==> src/rtl/core/adc_sample_autocal_normalizer_assert.svh <==
// Assertion macros shared by the normalizer RTL.
// Each macro expects signals named clk and arst_n in the using module.
`ifndef ADC_SAMPLE_AUTOCAL_NORMALIZER_ASSERT_SVH
`define ADC_SAMPLE_AUTOCAL_NORMALIZER_ASSERT_SVH

// The consequent must hold in the same cycle as the antecedent.
`define ASN_IMPLY(label, ante, cons, msg) \
	label: assert property (@(posedge clk) disable iff (!arst_n) (ante) |-> (cons)) \
		else $error(msg);

// The consequent must hold in the cycle after the antecedent.
`define ASN_NEXT(label, ante, cons, msg) \
	label: assert property (@(posedge clk) disable iff (!arst_n) (ante) |=> (cons)) \
		else $error(msg);

// The condition must never be seen at a clock edge.
`define ASN_NEVER(label, cond, msg) \
	label: assert property (@(posedge clk) disable iff (!arst_n) !(cond)) \
		else $error(msg);

`endif

==> src/rtl/core/adcnorm_pkg.sv <==
// Package for the converter sample normalizer: widths, codes and shared types.
// No dependencies; the other RTL modules and the interfaces all use it.
package adcnorm_pkg;

	localparam int TS_W       = 32;
	localparam int SAMPLE_W   = 12;
	localparam int VREF_W     = 16;
	localparam int VOLT_W     = 16;
	localparam int FRAC_W     = 16;
	localparam int NORM_W     = FRAC_W + 1;
	localparam int FULL_SCALE = 4095;
	localparam int FS_W       = $clog2(FULL_SCALE + 1);
	localparam int BND_W      = (FS_W > SAMPLE_W) ? FS_W : SAMPLE_W;
	localparam int DIV_W      = SAMPLE_W + FRAC_W;
	localparam int STEP_W     = $clog2(DIV_W);
	localparam int SAMPLE_MAX = (1 << SAMPLE_W) - 1;
	localparam int MIN_RST    = (FULL_SCALE > SAMPLE_MAX) ? SAMPLE_MAX : FULL_SCALE;

	// The millivolt value divides the held sample times vref by FULL_SCALE. The
	// rounded-up reciprocal with FS_W extra bits of shift gives the exact floor
	// for every product that fits in VPROD_W bits.
	localparam int VPROD_W  = SAMPLE_W + VREF_W;
	localparam int VSHIFT   = VPROD_W + FS_W;
	localparam int VRECIP_W = VPROD_W + 1;
	localparam logic [VRECIP_W-1:0] VRECIP =
		VRECIP_W'(((64'd1 << VSHIFT) + 64'(FULL_SCALE - 1)) / 64'(FULL_SCALE));

	localparam int CFG_IDX_W  = 3;
	localparam int CFG_DATA_W = 32;

	localparam int FIFO_DEPTH = 2;
	localparam int FIFO_PTR_W = $clog2(FIFO_DEPTH);
	localparam int FIFO_CNT_W = $clog2(FIFO_DEPTH + 1);

	localparam logic [NORM_W-1:0] ONE_Q16 = NORM_W'(1) << FRAC_W;

	typedef enum logic [CFG_IDX_W-1:0] {
		REG_PERIOD_US = 3'd0,
		REG_AUTO_CAL  = 3'd1,
		REG_FIXED_MIN = 3'd2,
		REG_FIXED_MAX = 3'd3,
		REG_VREF_MV   = 3'd4
	} cfg_idx_e;

	typedef enum logic [1:0] {
		NK_DIV,
		NK_ZERO,
		NK_ONE
	} norm_kind_e;

	typedef enum logic [1:0] {
		BK_IDLE,
		BK_MUL,
		BK_DIV,
		BK_DONE
	} back_state_e;

	typedef struct packed {
		logic [TS_W-1:0]     period_us;
		logic                auto_cal;
		logic [SAMPLE_W-1:0] fixed_min;
		logic [SAMPLE_W-1:0] fixed_max;
		logic [VREF_W-1:0]   vref_mv;
	} cfg_t;

	// One classified item waiting for the divider.
	typedef struct packed {
		logic [SAMPLE_W-1:0] held;
		logic                captured;
		logic                clipped;
		norm_kind_e          kind;
		logic [SAMPLE_W-1:0] num;
		logic [BND_W-1:0]    den;
	} item_t;

	typedef struct packed {
		logic full;
		logic empty;
	} fifo_stat_t;

endpackage

==> src/rtl/core/adcnorm_ifs.sv <==
// Valid/ready channel interfaces for the normalizer: input, result and configuration.
// Depends on adcnorm_pkg for field widths.
interface adcnorm_in_if;
	logic                             valid;
	logic                             ready;
	logic [adcnorm_pkg::TS_W-1:0]     now_us;
	logic [adcnorm_pkg::SAMPLE_W-1:0] adc_sample;

	modport source (output valid, output now_us, output adc_sample, input ready);
	modport sink (input valid, input now_us, input adc_sample, output ready);
endinterface

interface adcnorm_out_if;
	logic                             valid;
	logic                             ready;
	logic [adcnorm_pkg::SAMPLE_W-1:0] held_sample;
	logic                             captured;
	logic [adcnorm_pkg::NORM_W-1:0]   norm_q16;
	logic                             clipped;
	logic [adcnorm_pkg::VOLT_W-1:0]   voltage_mv;

	modport source (output valid, output held_sample, output captured, output norm_q16,
		output clipped, output voltage_mv, input ready);
	modport sink (input valid, input held_sample, input captured, input norm_q16,
		input clipped, input voltage_mv, output ready);
endinterface

interface adcnorm_cfg_if;
	logic                               valid;
	logic                               ready;
	logic [adcnorm_pkg::CFG_IDX_W-1:0]  index;
	logic [adcnorm_pkg::CFG_DATA_W-1:0] data;

	modport source (output valid, output index, output data, input ready);
	modport sink (input valid, input index, input data, output ready);
endinterface

==> src/rtl/core/adc_sample_autocal_normalizer.sv <==
// Top level of the converter sample normalizer: configuration registers and the
// front end, queue and divider back end. Depends on adcnorm_pkg and adcnorm_ifs.
//
// Channels: in_ch takes one beat per converter reading (now_us, adc_sample);
// out_ch gives one result beat per input beat, in order (held_sample, captured,
// norm_q16, clipped, voltage_mv). cfg_ch writes register index/data and is
// always ready; write it only while no item is in flight.
// With the back end idle, an input beat goes through the queue and the back end's idle,
// multiply, divide and done states to the out_ch register. The back end works on one
// item at a time, paced by the 28 iterations of its bit-serial ratio divider. The front
// end takes up to two more beats into its queue meanwhile, then drops in_ch.ready.
// Reset: the registers return to their defaults (period 0, fixed bounds,
// window 0..4095, 3300 mV), the held sample and last capture time clear,
// the running minimum goes to full scale and the running maximum to zero.
// When the receiver stalls, the result stays on out_ch, the back end waits
// with its next result, and the queue fills before in_ch.ready falls.
module adc_sample_autocal_normalizer (
	input  logic          clk,
	input  logic          arst_n,
	adcnorm_in_if.sink    in_ch,
	adcnorm_out_if.source out_ch,
	adcnorm_cfg_if.sink   cfg_ch
);
	import adcnorm_pkg::*;

	logic [TS_W-1:0]     period_q;
	logic                auto_cal_q;
	logic [SAMPLE_W-1:0] fixed_min_q;
	logic [SAMPLE_W-1:0] fixed_max_q;
	logic [VREF_W-1:0]   vref_q;

	cfg_t       cfg;
	fifo_stat_t stat;
	item_t      fr_item;
	item_t      head;
	logic       push;
	logic       pop;

	assign cfg_ch.ready = 1'b1;

	always_ff @(posedge clk or negedge arst_n) begin
		if (!arst_n) begin
			period_q <= '0;
			auto_cal_q <= 1'b0;
			fixed_min_q <= '0;
			fixed_max_q <= SAMPLE_W'(4095);
			vref_q <= VREF_W'(3300);
		end else if (cfg_ch.valid) begin
			case (cfg_idx_e'(cfg_ch.index))
				REG_PERIOD_US: period_q <= cfg_ch.data[TS_W-1:0];
				REG_AUTO_CAL:  auto_cal_q <= cfg_ch.data[0];
				REG_FIXED_MIN: fixed_min_q <= cfg_ch.data[SAMPLE_W-1:0];
				REG_FIXED_MAX: fixed_max_q <= cfg_ch.data[SAMPLE_W-1:0];
				REG_VREF_MV:   vref_q <= cfg_ch.data[VREF_W-1:0];
				default: begin
				end
			endcase
		end
	end

	assign cfg.period_us = period_q;
	assign cfg.auto_cal = auto_cal_q;
	assign cfg.fixed_min = fixed_min_q;
	assign cfg.fixed_max = fixed_max_q;
	assign cfg.vref_mv = vref_q;

	adcnorm_front u_front (
		.clk    (clk),
		.arst_n (arst_n),
		.in_ch  (in_ch),
		.cfg    (cfg),
		.stat   (stat),
		.push   (push),
		.item   (fr_item)
	);

	adcnorm_fifo u_fifo (
		.clk     (clk),
		.arst_n  (arst_n),
		.push    (push),
		.wr_item (fr_item),
		.pop     (pop),
		.head    (head),
		.stat    (stat)
	);

	adcnorm_back u_back (
		.clk     (clk),
		.arst_n  (arst_n),
		.head    (head),
		.stat    (stat),
		.vref_mv (cfg.vref_mv),
		.pop     (pop),
		.out_ch  (out_ch)
	);

endmodule

==> src/rtl/core/adcnorm_front.sv <==
// Front end: accepts input beats, applies the capture interval, tracks calibration
// bounds and classifies each item for the divider. Depends on adcnorm_pkg, adcnorm_ifs.
module adcnorm_front (
	input  logic                    clk,
	input  logic                    arst_n,
	adcnorm_in_if.sink              in_ch,
	input  adcnorm_pkg::cfg_t       cfg,
	input  adcnorm_pkg::fifo_stat_t stat,
	output logic                    push,
	output adcnorm_pkg::item_t      item
);
	import adcnorm_pkg::*;

	logic [TS_W-1:0]     last_q;
	logic [SAMPLE_W-1:0] held_q;
	logic [SAMPLE_W-1:0] min_q;
	logic [SAMPLE_W-1:0] max_q;

	logic [TS_W-1:0]     elapsed;
	logic                cap;
	logic [SAMPLE_W-1:0] held_n;
	logic [SAMPLE_W-1:0] min_n;
	logic [SAMPLE_W-1:0] max_n;
	logic                swap;
	logic [BND_W-1:0]    lo;
	logic [BND_W-1:0]    hi;
	logic [BND_W-1:0]    held_b;

	assign in_ch.ready = !stat.full;
	assign push = in_ch.valid && in_ch.ready;

	always_comb begin
		elapsed = in_ch.now_us - last_q;
		cap = (elapsed >= cfg.period_us);
		held_n = cap ? in_ch.adc_sample : held_q;
		max_n = (held_n > max_q) ? held_n : max_q;
		min_n = (held_n < min_q) ? held_n : min_q;
		// An empty or inverted fixed window falls back to the full converter range.
		swap = (cfg.fixed_min >= cfg.fixed_max);
		lo = swap ? '0 : BND_W'(cfg.fixed_min);
		hi = swap ? BND_W'(FULL_SCALE) : BND_W'(cfg.fixed_max);
		held_b = BND_W'(held_n);

		item.held = held_n;
		item.captured = cap;
		item.clipped = 1'b0;
		item.kind = NK_ZERO;
		item.num = '0;
		item.den = '0;
		if (cfg.auto_cal) begin
			if (max_n > min_n) begin
				item.kind = NK_DIV;
				item.num = held_n - min_n;
				item.den = BND_W'(max_n - min_n);
			end
		end else if (held_b < lo) begin
			item.clipped = 1'b1;
		end else if (held_b > hi) begin
			item.kind = NK_ONE;
			item.clipped = 1'b1;
		end else begin
			item.kind = NK_DIV;
			item.num = SAMPLE_W'(held_b - lo);
			item.den = hi - lo;
		end
	end

	always_ff @(posedge clk or negedge arst_n) begin
		if (!arst_n) begin
			last_q <= '0;
			held_q <= '0;
			min_q <= SAMPLE_W'(MIN_RST);
			max_q <= '0;
		end else if (push) begin
			if (cap) begin
				last_q <= in_ch.now_us;
				held_q <= in_ch.adc_sample;
			end
			if (cfg.auto_cal) begin
				min_q <= min_n;
				max_q <= max_n;
			end
		end
	end

endmodule

==> src/rtl/core/adcnorm_fifo.sv <==
// Short register queue between the front end and the divider back end.
// Depends on adcnorm_pkg and the assertion macro header.
`include "adc_sample_autocal_normalizer_assert.svh"

module adcnorm_fifo (
	input  logic                    clk,
	input  logic                    arst_n,
	input  logic                    push,
	input  adcnorm_pkg::item_t      wr_item,
	input  logic                    pop,
	output adcnorm_pkg::item_t      head,
	output adcnorm_pkg::fifo_stat_t stat
);
	import adcnorm_pkg::*;

	item_t                 mem_q [FIFO_DEPTH];
	logic [FIFO_PTR_W-1:0] wr_q;
	logic [FIFO_PTR_W-1:0] rd_q;
	logic [FIFO_CNT_W-1:0] cnt_q;

	assign head = mem_q[rd_q];
	assign stat.full = (cnt_q == FIFO_CNT_W'(FIFO_DEPTH));
	assign stat.empty = (cnt_q == '0);

	always_ff @(posedge clk) begin
		if (push) begin
			mem_q[wr_q] <= wr_item;
		end
	end

	always_ff @(posedge clk or negedge arst_n) begin
		if (!arst_n) begin
			wr_q <= '0;
			rd_q <= '0;
			cnt_q <= '0;
		end else begin
			if (push) begin
				wr_q <= (wr_q == FIFO_PTR_W'(FIFO_DEPTH - 1)) ? '0 : wr_q + 1'b1;
			end
			if (pop) begin
				rd_q <= (rd_q == FIFO_PTR_W'(FIFO_DEPTH - 1)) ? '0 : rd_q + 1'b1;
			end
			if (push && !pop) begin
				cnt_q <= cnt_q + 1'b1;
			end else if (pop && !push) begin
				cnt_q <= cnt_q - 1'b1;
			end
		end
	end

	`ASN_NEVER(a_fifo_cnt_range, cnt_q > FIFO_CNT_W'(FIFO_DEPTH), "fifo count beyond depth")
	`ASN_NEVER(a_fifo_pop_empty, pop && stat.empty, "fifo popped while empty")
	`ASN_NEVER(a_fifo_push_full, push && stat.full, "fifo pushed while full")

endmodule

==> src/rtl/core/adcnorm_back.sv <==
// Back end: bit-serial divider for the Q1.16 ratio, reciprocal multiply for the
// millivolt value, plus the result register. Depends on adcnorm_pkg, adcnorm_ifs, macros.
`include "adc_sample_autocal_normalizer_assert.svh"

module adcnorm_back (
	input  logic                          clk,
	input  logic                          arst_n,
	input  adcnorm_pkg::item_t            head,
	input  adcnorm_pkg::fifo_stat_t       stat,
	input  logic [adcnorm_pkg::VREF_W-1:0] vref_mv,
	output logic                          pop,
	adcnorm_out_if.source                 out_ch
);
	import adcnorm_pkg::*;

	back_state_e         state_q;
	back_state_e         state_d;
	logic                load_out;

	item_t               item_q;
	logic [STEP_W-1:0]   step_q;
	logic [DIV_W-1:0]    ndvd_q;
	logic [BND_W-1:0]    nrem_q;
	logic [DIV_W-1:0]    nquo_q;
	logic [VPROD_W-1:0]  vdvd_q;
	logic [VPROD_W-1:0]  vquo_q;

	logic [BND_W:0]      ntrial;
	logic                nbit;
	logic [VPROD_W+VRECIP_W-1:0] vprod;
	logic [NORM_W-1:0]   norm_fin;
	logic [VOLT_W-1:0]   volt_fin;

	logic                out_valid_q;
	logic [SAMPLE_W-1:0] out_held_q;
	logic                out_cap_q;
	logic [NORM_W-1:0]   out_norm_q;
	logic                out_clip_q;
	logic [VOLT_W-1:0]   out_volt_q;

	always_ff @(posedge clk or negedge arst_n) begin
		if (!arst_n) begin
			state_q <= BK_IDLE;
		end else begin
			state_q <= state_d;
		end
	end

	always_comb begin
		state_d = state_q;
		pop = 1'b0;
		load_out = 1'b0;
		case (state_q)
			BK_IDLE: begin
				if (!stat.empty) begin
					pop = 1'b1;
					state_d = BK_MUL;
				end
			end
			BK_MUL: begin
				state_d = BK_DIV;
			end
			BK_DIV: begin
				if (step_q == STEP_W'(DIV_W - 1)) begin
					state_d = BK_DONE;
				end
			end
			BK_DONE: begin
				// Wait here while an earlier result is still held by the receiver.
				if (!out_valid_q || out_ch.ready) begin
					load_out = 1'b1;
					state_d = BK_IDLE;
				end
			end
			default: begin
				state_d = BK_IDLE;
			end
		endcase
	end

	// Restoring division for the ratio, one quotient bit per cycle. The millivolt
	// quotient comes from one multiply by the reciprocal of full scale.
	always_comb begin
		ntrial = {nrem_q, ndvd_q[DIV_W-1]};
		nbit = (ntrial >= {1'b0, item_q.den});
		vprod = (VPROD_W + VRECIP_W)'(vdvd_q) * (VPROD_W + VRECIP_W)'(VRECIP);
		case (item_q.kind)
			NK_DIV: norm_fin = nquo_q[NORM_W-1:0];
			NK_ONE: norm_fin = ONE_Q16;
			default: norm_fin = '0;
		endcase
		volt_fin = (|vquo_q[VPROD_W-1:VOLT_W]) ? '1 : vquo_q[VOLT_W-1:0];
	end

	always_ff @(posedge clk) begin
		if (pop) begin
			item_q <= head;
		end
		case (state_q)
			BK_MUL: begin
				step_q <= '0;
				ndvd_q <= {item_q.num, FRAC_W'(0)};
				nrem_q <= '0;
				nquo_q <= '0;
				vdvd_q <= VPROD_W'(item_q.held) * VPROD_W'(vref_mv);
				vquo_q <= '0;
			end
			BK_DIV: begin
				step_q <= step_q + 1'b1;
				ndvd_q <= ndvd_q << 1;
				nrem_q <= nbit ? BND_W'(ntrial - {1'b0, item_q.den}) : ntrial[BND_W-1:0];
				nquo_q <= {nquo_q[DIV_W-2:0], nbit};
				vquo_q <= VPROD_W'(vprod >> VSHIFT);
			end
			default: begin
			end
		endcase
		if (load_out) begin
			out_held_q <= item_q.held;
			out_cap_q <= item_q.captured;
			out_norm_q <= norm_fin;
			out_clip_q <= item_q.clipped;
			out_volt_q <= volt_fin;
		end
	end

	always_ff @(posedge clk or negedge arst_n) begin
		if (!arst_n) begin
			out_valid_q <= 1'b0;
		end else if (load_out) begin
			out_valid_q <= 1'b1;
		end else if (out_ch.ready) begin
			out_valid_q <= 1'b0;
		end
	end

	assign out_ch.valid = out_valid_q;
	assign out_ch.held_sample = out_held_q;
	assign out_ch.captured = out_cap_q;
	assign out_ch.norm_q16 = out_norm_q;
	assign out_ch.clipped = out_clip_q;
	assign out_ch.voltage_mv = out_volt_q;

	`ASN_IMPLY(a_back_pop_idle, pop, state_q == BK_IDLE, "pop outside idle")
	`ASN_NEXT(a_back_div_start, state_q == BK_MUL, state_q == BK_DIV && step_q == '0,
		"divider did not start from step zero")
	`ASN_IMPLY(a_back_den_nonzero, state_q == BK_DIV && item_q.kind == NK_DIV,
		item_q.den != '0, "division by zero in ratio divider")

endmodule

==> src/flat_wrapper.sv <==
// flat-port wrapper written by rule: the top's interface ports become plain ports
module adc_sample_autocal_normalizer_flat import adcnorm_pkg::*;
  (clk, arst_n, in_ch_valid, in_ch_now_us, in_ch_adc_sample, in_ch_ready, out_ch_valid, out_ch_held_sample, out_ch_captured, out_ch_norm_q16, out_ch_clipped, out_ch_voltage_mv, out_ch_ready, cfg_ch_valid, cfg_ch_index, cfg_ch_data, cfg_ch_ready);
  adcnorm_in_if in_ch_i ();
  adcnorm_out_if out_ch_i ();
  adcnorm_cfg_if cfg_ch_i ();
  input  logic clk;
  input  logic arst_n;
  input wire logic [$bits(in_ch_i.valid)-1:0] in_ch_valid;
  input wire logic [$bits(in_ch_i.now_us)-1:0] in_ch_now_us;
  input wire logic [$bits(in_ch_i.adc_sample)-1:0] in_ch_adc_sample;
  output wire logic [$bits(in_ch_i.ready)-1:0] in_ch_ready;
  output wire logic [$bits(out_ch_i.valid)-1:0] out_ch_valid;
  output wire logic [$bits(out_ch_i.held_sample)-1:0] out_ch_held_sample;
  output wire logic [$bits(out_ch_i.captured)-1:0] out_ch_captured;
  output wire logic [$bits(out_ch_i.norm_q16)-1:0] out_ch_norm_q16;
  output wire logic [$bits(out_ch_i.clipped)-1:0] out_ch_clipped;
  output wire logic [$bits(out_ch_i.voltage_mv)-1:0] out_ch_voltage_mv;
  input wire logic [$bits(out_ch_i.ready)-1:0] out_ch_ready;
  input wire logic [$bits(cfg_ch_i.valid)-1:0] cfg_ch_valid;
  input wire logic [$bits(cfg_ch_i.index)-1:0] cfg_ch_index;
  input wire logic [$bits(cfg_ch_i.data)-1:0] cfg_ch_data;
  output wire logic [$bits(cfg_ch_i.ready)-1:0] cfg_ch_ready;
  assign in_ch_i.valid = in_ch_valid;
  assign in_ch_i.now_us = in_ch_now_us;
  assign in_ch_i.adc_sample = in_ch_adc_sample;
  assign in_ch_ready = in_ch_i.ready;
  assign out_ch_valid = out_ch_i.valid;
  assign out_ch_held_sample = out_ch_i.held_sample;
  assign out_ch_captured = out_ch_i.captured;
  assign out_ch_norm_q16 = out_ch_i.norm_q16;
  assign out_ch_clipped = out_ch_i.clipped;
  assign out_ch_voltage_mv = out_ch_i.voltage_mv;
  assign out_ch_i.ready = out_ch_ready;
  assign cfg_ch_i.valid = cfg_ch_valid;
  assign cfg_ch_i.index = cfg_ch_index;
  assign cfg_ch_i.data = cfg_ch_data;
  assign cfg_ch_ready = cfg_ch_i.ready;
  adc_sample_autocal_normalizer u_core (.clk(clk), .arst_n(arst_n), .in_ch(in_ch_i), .out_ch(out_ch_i), .cfg_ch(cfg_ch_i));
endmodule
==> config.mk <==
export PLATFORM = sky130hd
export DESIGN_NAME = adc_sample_autocal_normalizer_flat
export DESIGN_NICKNAME = d
export VERILOG_FILES = /design/src/rtl/core/adcnorm_pkg.sv /design/src/rtl/core/adcnorm_ifs.sv /design/src/rtl/core/adc_sample_autocal_normalizer.sv /design/src/rtl/core/adcnorm_front.sv /design/src/rtl/core/adcnorm_fifo.sv /design/src/rtl/core/adcnorm_back.sv /design/src/flat_wrapper.sv
export VERILOG_INCLUDE_DIRS = /design/src /design/src/rtl/core
export SDC_FILE = /design/constraint.sdc
export NUM_CORES = 1
export LEC_CHECK = 0
export BUFFER_PORTS_ARGS = -buffer_cell sky130_fd_sc_hd__clkbuf_2
export CAP_MARGIN = 30
export CORE_MARGIN = 8
export CORE_UTILIZATION = 60
export DETAILED_ROUTE_END_ITERATION = 8
export PLACE_DENSITY = 0.76
export SYNTH_ARGS = -nofsm -noshare
export SYNTH_HDL_FRONTEND = slang
export SYNTH_SLANG_ARGS = --single-unit
==> constraint.sdc <==
create_clock -name clk -period 18.3 [get_ports clk]
set_input_delay 3.66 -clock clk [delete_from_list [all_inputs] [get_ports clk]]
set_output_delay 3.66 -clock clk [all_outputs]
set_load 0.05 [all_outputs]
==> metrics <==
status=complete, no violations; worst flop-to-flop path endpoint=u_core.u_fifo.mem_q[0][14]$_DFFE_PP_; num ports=134; Synth top area share=between 20% and 30%; Total Nets Final=roughly 3,600; DRT iter0 DRCs=around 1,300; Residual DRC=0; setup ws final=~5.0 ns; TritonRoute pass-1 iters=5; cells after synthesis=2,846; Die Y=242 microns; worst path arrival time=between 10 and 15 ns; root buf cell=clkbuf_16; RSZ-0062 raised after global routing=no; WHS Path Cells=0; RR Startpoint=u_core.u_front.last_q[0]$_DFFE_PN0P_; CP max stage cell=a211o_1; Final TNS setup=0 ns; vias in the first global route=~22,000; R2R setup slack=about 8 ns; max incr delay on CP=roughly 0.64 ns; Final Hold Violating Endpoints=0; Die ar.=~0.059 sq mm; Hold Crit Class=reg -> reg; crit path max fanout=23; Worst-Margin Slew=a little under 1 ns; fraction of the mapped netlist area in adder cells=around 27%; Max Slew Vio Count=0; worst hold slack=between 0.4 and 0.5 ns; Syn Area/Cell=~11 sq um; chip width=242 microns; Netlist Area Pre-Place=0.0308 sq mm; placer congestion estimate=around 0.94; CTS tree=built; setup bufs post-CTS=0; hold worst-path end=u_core.u_back.out_ch.clipped$_DFFE_PP_; largest area contributor in the synthesized netlist=edfxtp_1; Synth Flop Type=edfxtp_1; GR Overflow Total=0; Simple-Gate Fraction of Synth Area=11.4%; Worst-path clk slew=~0.060 ns; fin cells=about 3,700; starting density of the core=60.3%; Netlist cell types=a little under 80; Post-DRT Antenna Nets=0; min Tclk post-route=13.32 ns; most used cell, CP=o21a_1; Routed wire per std cell=about 19 microns; Yosys Warn Count=0; Worst Path Required=between 15 and 20 ns; compound-cell area share of the yosys netlist=under 10%; clk buf depth=3; Peak Freq=between 70 and 80 MHz; Vias/cell=around 5.7; wire length of the first global-routing pass=roughly 110,000 microns; final clock skew=between 0.01 and 0.015 ns; core outline area=between 0.05 and 0.06 sq mm; CTS sink cnt=roughly 410; sequential-to-total area share from yosys stat=about 37%; clk_lat worst skew=between 0.5 and 0.6 ns; post-detail-place hpwl=about 54,000 microns; WS Path Type=in -> reg; initial antenna violation count=3; syn nets=3,490; final WL=~70,000 microns; Max-Cap Viols=0; GRT Total Usage=between 20% and 30%; EDFF count, synth=258; P&R area growth vs syn=9.32%; ys async rst share=between 30% and 40%; Final period util=between 70 and 80%; flops & latches, synth=406; post-cts resize count=0; CTS H-tree depth=2; port buffer count=132; count leader, synth=ha_1; reg2reg path depth=42; mux share of post-synthesis cell area=6.65%; largest net degree at the start of global routing=88; Setup violations, final=0; Area contributors post-synth=edfxtp_1 (25%), ha_1 (16%), fa_1 (11%); number of CTS-inserted buffers=45; Setup crit start kind=input pin; min-delay src=u_core.u_back.item_q[26]$_DFFE_PP_; Post-Place Worst Slack=approximately 4.5 ns; # rows=83; Slew HR=34.0%; Commonest cells post-synth=ha_1 (397), inv_1 (367), nand2_1 (268), edfxtp_1 (258), fa_1 (163); Hold-fix buffers, CTS=0; largest family of logic cells by synthesized area=adder cells; share of cells above drive strength 1=~15%; Placed Cells=between 3,000 and 4,000; FILL cells=just under 4,000; Post-Synth XOR/XNOR Area=2.90%; crit end category=flop; DR vias=21,000
-- metal layers --
layer / share of wire (%) / track usage, % / vias up / routed length, microns
met5: 0.039 / 0 / - / 27
met4: 2.7 / 6.78 / 4 / 1900
met3: 5.2 / 3.82 / 126 / 3650
met2: 48 / 39.7 / 532 / 33200
met1: 44 / 31.2 / 10300 / 30700
li1: - / - / 10100 / -
-- cells in the final DEF, fill, tap and decap left out, types with 15 or more instances in the layout --
cell type / instances
and2_1: 119
o21ai_0: 126
nand2b_1: 26
nor2_1: 87
and3_1: 15
o22ai_1: 17
fa_1: 163
a21oi_1: 100
nand3_1: 29
o21a_1: 27
a21o_1: 53
xnor2_1: 65
clkbuf_16: 45
nand4_1: 24
or2_2: 19
dfstp_2: 30
inv_1: 367
dfrtp_1: 118
ha_1: 395
nor2b_1: 42
mux2_2: 147
nand2_1: 267
mux2i_1: 24
xor2_1: 37
clkbuf_2: 131
nor3_1: 28
edfxtp_1: 258
-- how the worst max path moves through the flow --
| stage | from | cells after the start | to | slack (ns) |
|---|---|---|---|---|
| 2_1_floorplan | in_ch_now_us[0] | 46 | u_core.u_fifo.mem_q[0][14]$_DFFE_PP_ | 5.98 |
| 3_3_place_gp | in_ch_now_us[0] | 42 | u_core.u_fifo.mem_q[0][19]$_DFFE_PP_ | 4.75 |
| 3_5_place_dp | in_ch_now_us[0] | 44 | u_core.u_fifo.mem_q[0][19]$_DFFE_PP_ | 4.45 |
| 4_1_cts | in_ch_now_us[0] | 44 | u_core.u_fifo.mem_q[1][19]$_DFFE_PP_ | 5.04 |
| 5_1_grt | in_ch_now_us[0] | 44 | u_core.u_fifo.mem_q[0][14]$_DFFE_PP_ | 4.44 |
| 6_report | in_ch_now_us[0] | 44 | u_core.u_fifo.mem_q[0][14]$_DFFE_PP_ | 4.98 |
-- final cells by class --
cell class                      instances  area (sq um)  area share, %
Inverter                              367          1380           4.10
Sequential cell                       406         11500           34.2
Antenna cell                            2          5.00         0.0149
Timing Repair Buffer                  145           802           2.39
Tap cell                              680           851           2.53
Multi-Input combinational cell       1997         17600           52.4
Clock buffer                           59          1230           3.65
Clock inverter                         25           269          0.800
-- sequential cells by signal, summed over array words and instances (netlist names), 16 cells and up --
| signal | count |
|---|---|
| u_core.u_fifo.mem_q | 80 |
| u_core.u_back.item_q | 40 |
| u_core.period_q | 32 |
| u_core.u_front.last_q | 32 |
| u_core.u_back.vdvd_q | 28 |
| u_core.u_back.nquo_q | 17 |
| u_core.u_back.out_ch.norm_q16 | 17 |
| u_core.u_back.vquo_q | 17 |
| u_core.u_back.out_ch.voltage_mv | 16 |
| u_core.vref_q | 16 |
-- worst max-delay path, delay by kind of cell --
kind            cells  cell delay [ns]
fa+ha+maj           6             1.64
simple gates       10             1.73
buf+inv             3             0.22
xor+xnor            1             0.15
compound gates     23             5.71
mux                 1             0.48
-- cell families after synthesis --
logic type / after synthesis
mux: 181
buf+inv: 443
compound gates: 449
xor+xnor: 102
simple gates: 704
other cells: 1
flops: 406
fa+ha+maj: 560
-- stage by stage --
| stage | util [%] | instance area [sq um] |
|---|---|---|
| 3_3_place_gp | 62.9 | 32100 |
| 6_report | 65.9 | 33600 |
| 5_1_grt | 65.9 | 33600 |
| 3_5_place_dp | 63.0 | 32100 |
| 4_1_cts | 65.9 | 33600 |
| 2_1_floorplan | - | 30800 |
Power is left out: the tool's default activity adds up to more than one toggle a clock period on the data nets, which glitch-free logic cannot reach.
